`src/hw/rtl/lrut_pkg.sv`:
```
// shared types and constants for the lru replacement tracker
`default_nettype none

package lrut_pkg;

  // field widths of the request and result words
  localparam int unsigned FRAME_W = 6;

  // default number of page frames tracked
  localparam int unsigned DEF_NUM_FRAMES = 64;

  // request codes
  localparam logic REQ_REFERENCE = 1'b0;
  localparam logic REQ_EVICT     = 1'b1;

  // request word
  typedef struct packed {
    logic               req_type;
    logic [FRAME_W-1:0] frame_index;
  } in_word_t;

  // result word
  typedef struct packed {
    logic [FRAME_W-1:0] victim_frame;
    logic               victim_error;
  } out_word_t;

  // commands from the controller to the datapath
  typedef struct packed {
    logic capture;     // latch the request and read the link stores
    logic clear_step;  // clear one tracked bit during the sweep
    logic evict;       // remove the oldest frame and emit the result
    logic unlink;      // splice the referenced frame out of the list
    logic link;        // write the referenced frame's own links
    logic tail;        // point the old newest frame at the referenced frame
  } cmd_t;

  // status from the datapath to the controller
  typedef struct packed {
    logic clear_last;  // sweep is at its final entry
    logic is_evict;    // latched request is an evict
    logic in_range;    // latched frame is below the frame count
    logic tracked;     // latched frame is on the list
    logic is_newest;   // latched frame is the newest member
    logic list_empty;  // no frame is on the list
  } status_t;

endpackage

`default_nettype wire

```
`src/hw/rtl/lrut_datapath.sv`:
```
// link stores, list pointers and result register of the lru tracker
`default_nettype none

module lrut_datapath #(
  parameter int unsigned NUM_FRAMES = lrut_pkg::DEF_NUM_FRAMES
) (
  input  wire                logic clk,
  input  wire                logic rst,
  input  wire  lrut_pkg::cmd_t     cmd,
  output       lrut_pkg::status_t  status,
  input  wire  lrut_pkg::in_word_t request,
  output       lrut_pkg::out_word_t result,
  output       logic               done
);

  localparam int unsigned IDXW = $clog2(NUM_FRAMES);
  localparam int unsigned LW   = $clog2(NUM_FRAMES + 1);
  localparam logic [LW-1:0] LINK_NONE = LW'(NUM_FRAMES);

  // storage
  logic [LW-1:0] next_mem [NUM_FRAMES];
  logic [LW-1:0] prev_mem [NUM_FRAMES];
  logic          trk_mem  [NUM_FRAMES];

  // latched request and list pointers
  logic            req_type;
  logic [IDXW-1:0] frame;
  logic            in_range;
  logic [IDXW-1:0] oldest;
  logic [IDXW-1:0] newest;
  logic            list_empty;
  logic [IDXW-1:0] clr_cnt;

  // registered read data
  logic [LW-1:0] next_rd;
  logic [LW-1:0] prev_rd;
  logic          trk_rd;

  // request address and range check
  logic [31:0]     idx_wide;
  logic [IDXW-1:0] req_addr;
  logic [IDXW-1:0] rd_addr;
  logic            req_in_range;

  assign idx_wide     = 32'(request.frame_index);
  assign req_addr     = idx_wide[IDXW-1:0];
  assign req_in_range = idx_wide < NUM_FRAMES;
  assign rd_addr      = (request.req_type == lrut_pkg::REQ_EVICT) ? oldest : req_addr;

  // neighbours as frame numbers
  logic [IDXW-1:0] nx_idx;
  logic [IDXW-1:0] pv_idx;
  logic            pv_none;

  assign nx_idx  = next_rd[IDXW-1:0];
  assign pv_idx  = prev_rd[IDXW-1:0];
  assign pv_none = (prev_rd == LINK_NONE);

  // write port selection
  logic            next_we;
  logic [IDXW-1:0] next_wa;
  logic [LW-1:0]   next_wd;
  logic            prev_we;
  logic [IDXW-1:0] prev_wa;
  logic [LW-1:0]   prev_wd;
  logic            trk_we;
  logic [IDXW-1:0] trk_wa;
  logic            trk_wd;

  always_comb begin
    next_we = 1'b0;
    next_wa = frame;
    next_wd = LINK_NONE;
    prev_we = 1'b0;
    prev_wa = frame;
    prev_wd = LINK_NONE;
    trk_we  = 1'b0;
    trk_wa  = frame;
    trk_wd  = 1'b0;
    if (cmd.clear_step) begin
      trk_we = 1'b1;
      trk_wa = clr_cnt;
      trk_wd = 1'b0;
    end
    if (cmd.unlink) begin
      next_we = !pv_none;
      next_wa = pv_idx;
      next_wd = next_rd;
      prev_we = 1'b1;
      prev_wa = nx_idx;
      prev_wd = prev_rd;
    end
    if (cmd.link) begin
      next_we = 1'b1;
      next_wa = frame;
      next_wd = LINK_NONE;
      prev_we = 1'b1;
      prev_wa = frame;
      prev_wd = list_empty ? LINK_NONE : LW'(newest);
      trk_we  = 1'b1;
      trk_wa  = frame;
      trk_wd  = 1'b1;
    end
    if (cmd.tail) begin
      next_we = 1'b1;
      next_wa = newest;
      next_wd = LW'(frame);
    end
    if (cmd.evict && !list_empty) begin
      trk_we  = 1'b1;
      trk_wa  = oldest;
      trk_wd  = 1'b0;
      prev_we = (oldest != newest);
      prev_wa = nx_idx;
      prev_wd = LINK_NONE;
    end
  end

  // memories
  always_ff @(posedge clk) begin
    if (next_we) begin
      next_mem[next_wa] <= next_wd;
    end
    if (prev_we) begin
      prev_mem[prev_wa] <= prev_wd;
    end
    if (trk_we) begin
      trk_mem[trk_wa] <= trk_wd;
    end
    if (cmd.capture) begin
      next_rd <= next_mem[rd_addr];
      prev_rd <= prev_mem[rd_addr];
      trk_rd  <= trk_mem[rd_addr];
    end
  end

  // request latch
  always_ff @(posedge clk) begin
    if (cmd.capture) begin
      req_type <= request.req_type;
      frame    <= req_addr;
      in_range <= req_in_range;
    end
  end

  // list pointers, sweep counter and result strobe
  always_ff @(posedge clk) begin
    if (rst) begin
      oldest     <= '0;
      newest     <= '0;
      list_empty <= 1'b1;
      clr_cnt    <= '0;
      done       <= 1'b0;
    end else begin
      done <= cmd.evict;
      if (cmd.clear_step) begin
        clr_cnt <= clr_cnt + IDXW'(1);
      end
      if (cmd.unlink && pv_none) begin
        oldest <= nx_idx;
      end
      if (cmd.link && list_empty) begin
        oldest     <= frame;
        newest     <= frame;
        list_empty <= 1'b0;
      end
      if (cmd.tail) begin
        newest <= frame;
      end
      if (cmd.evict && !list_empty) begin
        if (oldest == newest) begin
          list_empty <= 1'b1;
          oldest     <= '0;
          newest     <= '0;
        end else begin
          oldest <= nx_idx;
        end
      end
    end
  end

  // result word
  logic [31:0] old_wide;
  assign old_wide = 32'(oldest);

  always_ff @(posedge clk) begin
    if (cmd.evict) begin
      result.victim_frame <= list_empty ? '0 : old_wide[lrut_pkg::FRAME_W-1:0];
      result.victim_error <= list_empty;
    end
  end

  // status to the controller
  assign status.clear_last = (32'(clr_cnt) == NUM_FRAMES - 1);
  assign status.is_evict   = (req_type == lrut_pkg::REQ_EVICT);
  assign status.in_range   = in_range;
  assign status.tracked    = trk_rd;
  assign status.is_newest  = (frame == newest);
  assign status.list_empty = list_empty;

endmodule

`default_nettype wire

```
`src/hw/rtl/lrut_ctrl.sv`:
```
// sequencing state machine of the lru tracker
`default_nettype none

module lrut_ctrl (
  input  wire                  logic clk,
  input  wire                  logic rst,
  input  wire                  logic start,
  input  wire  lrut_pkg::status_t    status,
  output       lrut_pkg::cmd_t       cmd,
  output       logic                 busy
);

  typedef enum logic [2:0] {
    S_CLEAR,
    S_IDLE,
    S_LOOK,
    S_UNLINK,
    S_LINK,
    S_TAIL
  } state_t;

  state_t state;
  state_t state_next;

  // next state
  always_comb begin
    state_next = state;
    unique case (state)
      S_CLEAR: begin
        if (status.clear_last) begin
          state_next = S_IDLE;
        end
      end
      S_IDLE: begin
        if (start) begin
          state_next = S_LOOK;
        end
      end
      S_LOOK: begin
        if (status.is_evict || !status.in_range) begin
          state_next = S_IDLE;
        end else if (status.tracked && status.is_newest) begin
          state_next = S_IDLE;
        end else if (status.tracked) begin
          state_next = S_UNLINK;
        end else begin
          state_next = S_LINK;
        end
      end
      S_UNLINK: state_next = S_LINK;
      S_LINK: begin
        state_next = status.list_empty ? S_IDLE : S_TAIL;
      end
      S_TAIL:  state_next = S_IDLE;
      default: state_next = S_IDLE;
    endcase
  end

  // command decode
  always_comb begin
    cmd            = '0;
    cmd.capture    = (state == S_IDLE) && start;
    cmd.clear_step = (state == S_CLEAR);
    cmd.evict      = (state == S_LOOK) && status.is_evict;
    cmd.unlink     = (state == S_UNLINK);
    cmd.link       = (state == S_LINK);
    cmd.tail       = (state == S_TAIL);
  end

  // state and busy flag
  always_ff @(posedge clk) begin
    if (rst) begin
      state <= S_CLEAR;
      busy  <= 1'b1;
    end else begin
      state <= state_next;
      busy  <= (state_next != S_IDLE);
    end
  end

endmodule

`default_nettype wire

```
`src/hw/rtl/lru_replacement_tracker.sv`:
```
// Exact LRU tracker over NUM_FRAMES page frames, kept as a doubly linked
// recency list in two link memories with one write port each. A word is
// taken when start is high and busy is low. After reset the block sweeps
// its tracked-bit memory, clearing every entry, with busy high. An evict,
// a reference to the newest frame or a frame out of range ends at the
// look-up state; a reference that fills an empty list adds a link step,
// any other reference to an untracked frame adds link and tail steps, and
// moving a tracked frame to the newest end adds unlink, link and tail
// steps; the longer cases are set by the sequence of writes through the
// next-link memory port. An evict gives one result word, on result with
// done high for exactly one cycle, registered from the look-up state; the
// receiver cannot hold it off. References give no result. Clearing any
// external in-use mark of the victim is the caller's job.
`default_nettype none

module lru_replacement_tracker #(
  parameter int unsigned NUM_FRAMES = lrut_pkg::DEF_NUM_FRAMES
) (
  input  wire                   logic clk,
  input  wire                   logic rst,
  input  wire                   logic start,
  output                        logic busy,
  input  wire  lrut_pkg::in_word_t    request,
  output       lrut_pkg::out_word_t   result,
  output                        logic done
);

  lrut_pkg::cmd_t    cmd;
  lrut_pkg::status_t status;

  // sequencer
  lrut_ctrl u_ctrl (
    .clk    (clk),
    .rst    (rst),
    .start  (start),
    .status (status),
    .cmd    (cmd),
    .busy   (busy)
  );

  // link stores and pointers
  lrut_datapath #(
    .NUM_FRAMES (NUM_FRAMES)
  ) u_datapath (
    .clk     (clk),
    .rst     (rst),
    .cmd     (cmd),
    .status  (status),
    .request (request),
    .result  (result),
    .done    (done)
  );

endmodule

`default_nettype wire

```
`config.mk`:
```
export PLATFORM = sky130hd
export DESIGN_NAME = lru_replacement_tracker
export DESIGN_NICKNAME = d
export VERILOG_FILES = /design/src/hw/rtl/lrut_pkg.sv /design/src/hw/rtl/lrut_datapath.sv /design/src/hw/rtl/lrut_ctrl.sv /design/src/hw/rtl/lru_replacement_tracker.sv
export SDC_FILE = /design/constraint.sdc
export NUM_CORES = 1
export LEC_CHECK = 0
export BUFFER_PORTS_ARGS = -buffer_cell sky130_fd_sc_hd__buf_2
export CORE_MARGIN = 4
export CORE_UTILIZATION = 35
export DETAILED_ROUTE_END_ITERATION = 6
export GPL_ROUTABILITY_DRIVEN = 0
export REMOVE_ABC_BUFFERS = 1
export SKIP_CTS_REPAIR_TIMING = 1
export SLEW_MARGIN = 10
export SYNTH_ARGS = -nofsm -noshare
export SYNTH_HDL_FRONTEND = slang
export SYNTH_SLANG_ARGS = --single-unit
```
`constraint.sdc`:
```
create_clock -name clk -period 5.75 [get_ports clk]
set_input_delay 1.15 -clock clk [delete_from_list [all_inputs] [get_ports clk]]
set_output_delay 1.15 -clock clk [all_outputs]
set_load 0.01 [all_outputs]
```
==> results of run 1 <==
==> power by group <==
group	total, uW	leakage [uW]	switching, uW	internal (uW)
sequential	7470	0.00741	3.51	7470
clock	6130	0.00148	2680	3450
combinational	699	0.00740	452	247
total	14300	0.0163	3140	11200
==> Yosys cell counts, drive strengths merged, types with 24 or more instances <==
master    n
edfxtp  924
nand2b  681
a22oi   407
o21ai   354
nor2    253
a21oi   176
o22ai   167
clkbuf  162
nand2   151
buf     125
inv     123
nor3     66
nor4     43
o31ai    31
a221oi   30
nand4    29
dfxtp    24
==> kinds of logic (layout without fill, tap and decap cells) <==
group,Yosys count,in the layout,synth area share
adder cells (fa/ha/maj),1,1,0.000275
flip-flops,948,948,0.621
AND/OR/NAND/NOR,1285,1285,0.156
multiplexers,20,20,0.00451
XOR/XNOR,16,16,0.00308
buffers and inverters,410,398,0.0422
AO/OA/AOI/OAI,1212,1212,0.173
==> worst max path at each step <==
stage / start / cells past startpoint / end
3_3_place_gp: request[6] / 9 / u_datapath.next_rd[4]
2_1_floorplan: request[6] / 6 / u_datapath.prev_rd[5]
4_1_cts: u_ctrl.state[1] / 6 / u_datapath.prev_mem[18][1]
3_5_place_dp: request[6] / 7 / u_datapath.next_rd[5]
6_report: u_ctrl.state[1] / 6 / u_datapath.prev_mem[57][0]
5_1_grt: u_ctrl.state[1] / 6 / u_datapath.prev_mem[18][4]
==> critical path, cell delays in order (launching register included) <==
cell,delay (ps)
dfxtp_1,820
and2b_4,430
and3_1,470
o21ai_1,280
a31oi_4,330
nand2_2,340
nor2_1,850
==> registers in the layout, indices dropped and copies added (netlist names) <==
signal / flops
u_datapath.result: 7
u_datapath.done: 1
u_datapath.trk_mem: 64
u_datapath.oldest: 6
u_datapath.clr_cnt: 6
u_datapath.prev_mem: 448
u_datapath.frame: 6
u_datapath.next_rd: 6
u_datapath.trk_rd: 1
u_datapath.req_type: 1
u_datapath.newest: 6
u_ctrl.state: 3
u_datapath.prev_rd: 7
u_datapath.list_empty: 1
u_ctrl.busy: 1
u_datapath.next_mem: 384
==> per-layer routing <==
metal / vias up / track usage / share of wire
li1: 14400 / - / -
met3: 222 / 0.0286 / 0.074
met2: 1206 / 0.300 / 0.47
met4: 0 / 0.0610 / 0.029
met5: - / 0 / 0
met1: 16100 / 0.261 / 0.43
==> cell type report <==
type,instances,area share
repair buffers,99,0.0181
multi-input cells,2534,0.308
clock buffers,128,0.0510
inverters,123,0.00919
clock inverters,48,0.00899
well taps,1729,0.0430
flip-flops and latches,948,0.562
==> placed cells by master (no fill, tap or decap), types with 8 or more instances in the layout <==
cell	count
mux2i_1	16
a22oi_2	37
nand2b_1	681
xnor2_1	9
o21ai_0	300
inv_1	123
a21oi_1	174
o31ai_1	31
nor2b_4	8
a221oi_1	30
and3_1	9
nand2_2	8
clkinv_2	16
nor2_2	24
edfxtp_1	924
clkbuf_16	97
o22ai_1	167
dfxtp_1	23
nor4_1	43
buf_2	17
nand3_1	9
buf_12	16
a22oi_1	370
nand4_1	29
nor2_1	227
o21ai_1	54
buf_4	65
clkinv_1	18
clkbuf_1	29
nand2_1	143
nor3_1	64
==> through the flow <==
stage / setup slack (ps) / TNS (ps) / hold WS [ps] / utilization
finish: 1820 / 0 / 516 / 0.392
global route: 1670 / 0 / 573 / 0.392
CTS: 1850 / 0 / 521 / 0.392
detailed placement: 1230 / 0 / 508 / 0.368
global placement: 1370 / 0 / 499 / 0.368
floorplan: -4390 / -520210 / 465 / -
==> flow_summary.html, run 1 <==
<table>
<tr><th>Metric</th><th>Value</th></tr>
<tr><th colspan="2">Floorplan</th></tr>
<tr><td>Placeable Area</td><td>128,000 um2</td></tr>
<tr><td>Starting Density</td><td>0.354</td></tr>
<tr><td>Chip Height</td><td>368 um</td></tr>
<tr><td>Die outline area</td><td>136,000 um2</td></tr>
<tr><td>Number of top-level pins</td><td>19</td></tr>
<tr><td>Horizontal die dimension</td><td>368 um</td></tr>
<tr><td>Std cell rows</td><td>131</td></tr>
<tr><th colspan="2">Detailed routing</th></tr>
<tr><td>DRC marker count from the first detailed-route iteration</td><td>3,341</td></tr>
<tr><td>Vias</td><td>32.0k</td></tr>
<tr><td>Detail-routed net length per standard cell</td><td>23.5 um</td></tr>
<tr><td>Vias/cell</td><td>5.70</td></tr>
<tr><td>Remaining design rule violation count</td><td>0</td></tr>
<tr><td>Post-route antenna net violation count</td><td>0</td></tr>
<tr><td>Routed Wire Length</td><td>132,000 um</td></tr>
<tr><td>Iteration count of the initial detailed-routing pass</td><td>6</td></tr>
<tr><th colspan="2">Layout</th></tr>
<tr><td>Total non-filler cell area in the finished layout</td><td>50,300 um2</td></tr>
<tr><td>Growth of design area from synthesis to finish</td><td>10.6%</td></tr>
<tr><td>FF+latch area</td><td>28,200 um2</td></tr>
<tr><td>Filler-free cell count of the finished design</td><td>5,609</td></tr>
<tr><td>Count of fill cells added during filler insertion</td><td>12.1k</td></tr>
<tr><td>Fraction of final layout cells with drive strength greater than 1</td><td>0.0866</td></tr>
<tr><td>Footprint of the multi-input gates</td><td>15,500 um2</td></tr>
<tr><td>Number of diodes added for antenna fixing</td><td>0</td></tr>
<tr><td>Number of nets in the final layout</td><td>3,813</td></tr>
<tr><th colspan="2">Clock network</th></tr>
<tr><td>CTS tree</td><td>yes</td></tr>
<tr><td>Clock Pin Slew Worst Setup and Hold Paths</td><td>60 ps</td></tr>
<tr><td>Root buf cell</td><td>clkbuf_16</td></tr>
<tr><td>Clock net sink count</td><td>948</td></tr>
<tr><td>CTS Buffer Depth</td><td>3</td></tr>
<tr><td>Clock latency of the later-clocked register in the worst-skew pair</td><td>680 ps</td></tr>
<tr><td>Maximum level of the CTS H-tree</td><td>3</td></tr>
<tr><td>Number of buffers added by the clock tree synthesis step</td><td>96</td></tr>
<tr><th colspan="2">Timing</th></tr>
<tr><td>Crit share post-route</td><td>0.683</td></tr>
<tr><td>Timing-limited maximum frequency</td><td>255 MHz</td></tr>
<tr><td>Final hold vios</td><td>0</td></tr>
<tr><td>Worst-Margin Slew</td><td>1110 ps</td></tr>
<tr><td>Unrepaired setup endpoints after global routing</td><td>false</td></tr>
<tr><td>Final setup vio count</td><td>0</td></tr>
<tr><td>Max Transition Viols Final</td><td>0</td></tr>
<tr><td>Worst Clk Skew</td><td>28.9 ps</td></tr>
<tr><td>Worst relative slew slack</td><td>0.256</td></tr>
<tr><td>Clock period minus final worst setup slack</td><td>3930 ps</td></tr>
<tr><th colspan="2">Logic synthesis</th></tr>
<tr><td>Ys flop type</td><td>edfxtp_1</td></tr>
<tr><td>Area of the mapped netlist</td><td>45,400 um2</td></tr>
<tr><td>Ranking of synthesized cells by area</td><td>edfxtp_1 61%, nand2b_1 9.4%, a22oi_1 6.1%</td></tr>
<tr><td>Share of the synthesized area in the top cell type</td><td>0.611</td></tr>
<tr><td>Async set-reset flop share out of synthesis</td><td>0</td></tr>
<tr><td>Number of flip-flops and latches in the synthesized netlist</td><td>948</td></tr>
<tr><td>Leading area contributor after synthesis</td><td>edfxtp_1</td></tr>
<tr><td>Count of cell types in the netlist</td><td>63</td></tr>
<tr><td>Cell count after synthesis</td><td>3,892</td></tr>
<tr><td>Register area share after synthesis</td><td>0.621</td></tr>
<tr><td>Count of flip-flops with a built-in enable after synthesis</td><td>924</td></tr>
<tr><td>Yosys warning total</td><td>0</td></tr>
<tr><td>Average cell area after synthesis</td><td>11.7 um2</td></tr>
<tr><th colspan="2">Pwr</th></tr>
<tr><td>Power after layout</td><td>14,300 uW</td></tr>
<tr><td>Standby leakage power</td><td>0.0163 uW</td></tr>
<tr><td>Power density over the cells</td><td>285 nW/um2</td></tr>
<tr><td>Maximum vdd drop</td><td>0.193 mV</td></tr>
<tr><th colspan="2">Global route</th></tr>
<tr><td>Wire length of the first global-routing pass</td><td>197,000 um</td></tr>
<tr><td>Largest net degree at the start of global routing</td><td>204</td></tr>
<tr><td>Total global-route track usage</td><td>0.187</td></tr>
<tr><td>Number of antenna violations at the first check in global routing</td><td>4</td></tr>
<tr><td>Grt ovf</td><td>0</td></tr>
<tr><td>Vias in the first global route</td><td>30.7k</td></tr>
<tr><th colspan="2">Hold path</th></tr>
<tr><td>Worst min-delay path category</td><td>reg2reg</td></tr>
<tr><td>Cell depth of the worst hold path</td><td>2</td></tr>
<tr><td>Hold EP</td><td>u_datapath.clr_cnt[5]</td></tr>
<tr><td>Hold path startpoint</td><td>u_datapath.clr_cnt[5]</td></tr>
<tr><th colspan="2">Placement</th></tr>
<tr><td>Instance area at placement</td><td>47,200 um2</td></tr>
<tr><td>Cell count after placement</td><td>5,433</td></tr>
<tr><td>Port bufs</td><td>18</td></tr>
<tr><td>Half-perimeter wire length of the detailed placement result</td><td>78,300 um</td></tr>
<tr><th colspan="2">Critical path</th></tr>
<tr><td>Highest net fanout along the worst path</td><td>20</td></tr>
<tr><td>Source of the worst register-to-register timing path</td><td>u_ctrl.state[1]</td></tr>
<tr><td>Critical register-to-register path endpoint</td><td>u_datapath.prev_mem[57][0]</td></tr>
<tr><td>Reg-to-reg slack, setup</td><td>1820 ps</td></tr>
<tr><td>Kind of launch point of the worst setup path</td><td>flop</td></tr>
<tr><td>Register-to-Register Path Depth</td><td>6</td></tr>
<tr><td>Crit end category</td><td>flop</td></tr>
<tr><td>Crit Path Category</td><td>reg2reg</td></tr>
<tr><td>Data arrival, critical path</td><td>4210 ps</td></tr>
<tr><td>Required @ worst endpoint</td><td>6030 ps</td></tr>
<tr><th colspan="2">Job</th></tr>
<tr><td>Total of max-cap violations</td><td>0</td></tr>
<tr><th colspan="2">Outcome</th></tr>
<tr><td>Result of the run</td><td>completed</td></tr>
</table>
Note: power is estimated with default switching activity, not from simulation.
==> run 2, diff against run 1 <==
- ABC_AREA: default -> 1
- clock period: 5.75 -> 3.8 ns (I/O delays scaled with it)
==> flow_summary.html, run 2 <==
<table>
<tr><th>Metric</th><th>Value</th></tr>
<tr><th colspan="2">Logic synthesis</th></tr>
<tr><td>Count of flip-flops with a built-in enable after synthesis</td><td>924</td></tr>
<tr><td>Number of flip-flops and latches in the synthesized netlist</td><td>948</td></tr>
<tr><td>Average cell area after synthesis</td><td>9.97 um2</td></tr>
<tr><td>Basic-gate share of the synthesized area counting and, or, nand and nor cells</td><td>0.235</td></tr>
<tr><td>Ys flop type</td><td>edfxtp_1</td></tr>
<tr><td>Register area share after synthesis</td><td>0.654</td></tr>
<tr><td>Yosys warning total</td><td>0</td></tr>
<tr><td>Count leader, synth</td><td>nand3_1</td></tr>
<tr><td>Area of the mapped netlist</td><td>43,200 um2</td></tr>
<tr><td>Count of cell types in the netlist</td><td>46</td></tr>
<tr><td>Leading area contributor after synthesis</td><td>edfxtp_1</td></tr>
<tr><td>Ranking of synthesized cells by area</td><td>edfxtp_1 64%, nand3_1 11%, nand2_1 8.0%</td></tr>
<tr><td>Post-synthesis adder-cell area fraction</td><td>0.000290</td></tr>
<tr><td>Cell count after synthesis</td><td>4,330</td></tr>
<tr><td>Share of the synthesized area in compound gates (AO/OA/AOI/OAI)</td><td>0.0127</td></tr>
<tr><td>Share of the synthesized area in the top cell type</td><td>0.643</td></tr>
<tr><td>Combinational family with the most area after synthesis</td><td>simple AND/OR/NAND/NOR gates</td></tr>
<tr><td>Async set-reset flop share out of synthesis</td><td>0</td></tr>
<tr><td>Portion of netlist area occupied by mux cells</td><td>0</td></tr>
<tr><td>Commonest cells in the netlist</td><td>947 x nand3_1, 925 x nand2_1, 924 x edfxtp_1</td></tr>
<tr><td>Xor/xnor share of the synthesized area</td><td>0.00101</td></tr>
<tr><th colspan="2">Placement</th></tr>
<tr><td>Port bufs</td><td>18</td></tr>
<tr><td>Cell count after placement</td><td>5,832</td></tr>
<tr><td>Post-Place Setup Slack</td><td>436 ps</td></tr>
<tr><td>Half-perimeter wire length of the detailed placement result</td><td>67,600 um</td></tr>
<tr><th colspan="2">Layout</th></tr>
<tr><td>Registers with the most flip-flops</td><td>u_datapath.prev_mem x448, u_datapath.next_mem x384, u_datapath.trk_mem x64</td></tr>
<tr><td>Number of nets in the final layout</td><td>4,320</td></tr>
<tr><td>Most common library cell in the layout ignoring fill and taps</td><td>nand3_1</td></tr>
<tr><td>Growth of design area from synthesis to finish</td><td>12.3%</td></tr>
<tr><td>Top register by number of flip-flops</td><td>u_datapath.prev_mem</td></tr>
<tr><td>Filler-free cell count of the finished design</td><td>6,020</td></tr>
<tr><td>FF+latch area</td><td>28,200 um2</td></tr>
<tr><td>Count of fill cells added during filler insertion</td><td>11.8k</td></tr>
<tr><td>Leading cell types in the layout, fill and taps excluded</td><td>947 x nand3_1, 924 x edfxtp_1, 922 x nand2_1</td></tr>
<tr><td>Fraction of final layout cells with drive strength greater than 1</td><td>0.0706</td></tr>
<tr><td>Max FFs per register</td><td>448</td></tr>
<tr><td>Footprint of the multi-input gates</td><td>11,000 um2</td></tr>
<tr><th colspan="2">Pwr</th></tr>
<tr><td>Standby leakage power</td><td>0.0204 uW</td></tr>
<tr><td>Power density over the cells</td><td>445 nW/um2</td></tr>
<tr><td>Portion of total power attributed to sequential cells</td><td>0.524</td></tr>
<tr><td>Switching share of total power</td><td>0.221</td></tr>
<tr><td>Power after layout</td><td>21,600 uW</td></tr>
<tr><td>Portion of total power attributed to combinational logic</td><td>0.050</td></tr>
<tr><td>Total internal power</td><td>16,800 uW</td></tr>
<tr><td>Maximum vdd drop</td><td>0.350 mV</td></tr>
<tr><td>Clock share of power</td><td>0.426</td></tr>
<tr><td>Net load switching power</td><td>4770 uW</td></tr>
<tr><th colspan="2">Critical path</th></tr>
<tr><td>Required @ worst endpoint</td><td>4100 ps</td></tr>
<tr><td>Crit end category</td><td>flop</td></tr>
<tr><td>Highest net fanout along the worst path</td><td>24</td></tr>
<tr><td>Crit Path Category</td><td>reg2reg</td></tr>
<tr><td>Kind of launch point of the worst setup path</td><td>flop</td></tr>
<tr><td>Launch point of the critical path</td><td>u_ctrl.state[2]</td></tr>
<tr><td>Data arrival, critical path</td><td>3520 ps</td></tr>
<tr><td>Source of the worst register-to-register timing path</td><td>u_ctrl.state[2]</td></tr>
<tr><th colspan="2">Timing</th></tr>
<tr><td>Unrepaired setup endpoints after global routing</td><td>false</td></tr>
<tr><td>Worst Clk Skew</td><td>59.6 ps</td></tr>
<tr><td>Final hold vios</td><td>0</td></tr>
<tr><td>Final setup vio count</td><td>0</td></tr>
<tr><td>Hold_ws</td><td>339 ps</td></tr>
<tr><td>Worst relative slew slack</td><td>0.227</td></tr>
<tr><td>Final critical-path setup slack</td><td>576 ps</td></tr>
<tr><td>Clock period minus final worst setup slack</td><td>3220 ps</td></tr>
<tr><td>Timing-limited maximum frequency</td><td>310 MHz</td></tr>
<tr><td>Max Transition Viols Final</td><td>0</td></tr>
<tr><td>Crit share post-route</td><td>0.848</td></tr>
<tr><td>Worst-Margin Slew</td><td>1160 ps</td></tr>
<tr><th colspan="2">Global route</th></tr>
<tr><td>Grt ovf</td><td>0</td></tr>
<tr><td>Number of antenna violations at the first check in global routing</td><td>2</td></tr>
<tr><td>Vias in the first global route</td><td>28.4k</td></tr>
<tr><td>Wire length of the first global-routing pass</td><td>175,000 um</td></tr>
<tr><td>Largest net degree at the start of global routing</td><td>127</td></tr>
<tr><td>Total global-route track usage</td><td>0.174</td></tr>
<tr><th colspan="2">Clock network</th></tr>
<tr><td>Number of buffers added by the clock tree synthesis step</td><td>100</td></tr>
<tr><td>CTS Buffer Depth</td><td>3</td></tr>
<tr><td>Clock Pin Slew Worst Setup and Hold Paths</td><td>60 ps</td></tr>
<tr><td>CTS tree</td><td>yes</td></tr>
<tr><td>Clock net sink count</td><td>948</td></tr>
<tr><td>Root buf cell</td><td>clkbuf_16</td></tr>
<tr><td>Maximum level of the CTS H-tree</td><td>3</td></tr>
<tr><td>Clock latency of the later-clocked register in the worst-skew pair</td><td>670 ps</td></tr>
<tr><th colspan="2">Detailed routing</th></tr>
<tr><td>Detail-routed net length per standard cell</td><td>19.0 um</td></tr>
<tr><td>Remaining design rule violation count</td><td>0</td></tr>
<tr><td>Routed Wire Length</td><td>114,000 um</td></tr>
<tr><td>Vias/cell</td><td>4.93</td></tr>
<tr><td>Top sig layer</td><td>met4</td></tr>
<tr><td>Wl on met1</td><td>49,500 um</td></tr>
<tr><td>Routed wl met2</td><td>52,700 um</td></tr>
<tr><td>DRC marker count from the first detailed-route iteration</td><td>3,022</td></tr>
<tr><td>Vias</td><td>29.7k</td></tr>
<tr><td>Routed wl met3</td><td>8850 um</td></tr>
<tr><td>Post-route antenna net violation count</td><td>0</td></tr>
<tr><td>Iteration count of the initial detailed-routing pass</td><td>5</td></tr>
<tr><th colspan="2">Job</th></tr>
<tr><td>Total of max-cap violations</td><td>0</td></tr>
<tr><th colspan="2">Hold path</th></tr>
<tr><td>Worst min-delay path category</td><td>in2reg</td></tr>
<tr><td>Hold path startpoint</td><td>request[5]</td></tr>
<tr><th colspan="2">Floorplan</th></tr>
<tr><td>Die outline area</td><td>129,000 um2</td></tr>
<tr><td>Number of top-level pins</td><td>19</td></tr>
<tr><td>Horizontal die dimension</td><td>359 um</td></tr>
<tr><td>Std cell rows</td><td>128</td></tr>
<tr><td>Chip Height</td><td>359 um</td></tr>
<tr><td>Starting Density</td><td>0.353</td></tr>
<tr><td>Placeable Area</td><td>122,000 um2</td></tr>
<tr><th colspan="2">Outcome</th></tr>
<tr><td>Result of the run</td><td>completed</td></tr>
</table>
-- run 2: cell count changes in the layout (fill, tap and decap cells not counted), sizes merged, moves of 31 or more --
cell | before | now
a21oi | 176 | 14
a22oi | 407 | 3
inv | 126 | 853
nand2 | 151 | 934
nand2b | 681 | 0
nand3 | 10 | 956
nand3b | 6 | 56
nor3 | 66 | 6
nor4 | 43 | 2
o21ai | 354 | 52
o22ai | 167 | 5
o31ai | 31 | 0
-- run 2: layout make-up --
class | instances | area share
flip-flops and latches | 948 | 0.582
multi-input cells | 2315 | 0.226
inverters | 853 | 0.0663
clock buffers | 139 | 0.0555
well taps | 1625 | 0.0419
repair buffers | 91 | 0.0204
clock inverters | 48 | 0.00733
diodes | 1 | 0.0000516
-- run 2: routing by layer --
metal  global-route usage  up-vias
li1                     -    14100
met5                    0        -
met4               0.0586        0
met3               0.0299      195
met2                0.277     1122
met1                0.241    14200
-- run 2: worst paths after layout --
path / depth (start not counted) / end / slack [ps]
setup / recovery: 9 / u_datapath.prev_mem[58][6] / 580
hold / removal: 1 / u_datapath.frame[5] / 340
setup reg to reg: 9 / u_datapath.prev_mem[58][6] / 580
hold reg to reg: 2 / u_datapath.clr_cnt[4] / 500
-- run 2: cell families after synthesis --
group | Yosys count
AO/OA/AOI/OAI | 85
XOR/XNOR | 5
AND/OR/NAND/NOR | 2224
adder cells (fa/ha/maj) | 1
buffers and inverters | 1067
flip-flops | 948
-- run 2: power by group through the flow --
| stage | sequential, uW | combinational [uW] | clock, uW |
|---|---|---|---|
| 5_1_grt | 11300 | 1180 | 9810 |
| 2_1_floorplan | 11500 | 717 | 0 |
| 3_5_place_dp | 11500 | 1080 | 0 |
| 6_report | 11300 | 1090 | 9200 |
| 4_1_cts | 11300 | 1090 | 9350 |
| 3_3_place_gp | 11500 | 1080 | 0 |
-- run 2: worst max-delay path, stage by stage (launching register included) --
cell and delay [ps]:
dfxtp_1 310, inv_2 130, nand2_2 100, nor2_4 140, nand2_4 90, inv_4 140
nand2_4 230, o21ai_2 550, nand4_4 420, nor2_1 730
-- run 2: through the flow --
step | utilization | area [um2] | TNS [ps]
6_report | 0.397 | 48500 | 0
5_1_grt | 0.397 | 48500 | 0
4_1_cts | 0.397 | 48500 | 0
3_5_place_dp | 0.372 | 45400 | 0
3_3_place_gp | 0.372 | 45400 | 0
2_1_floorplan | - | 42200 | -259350
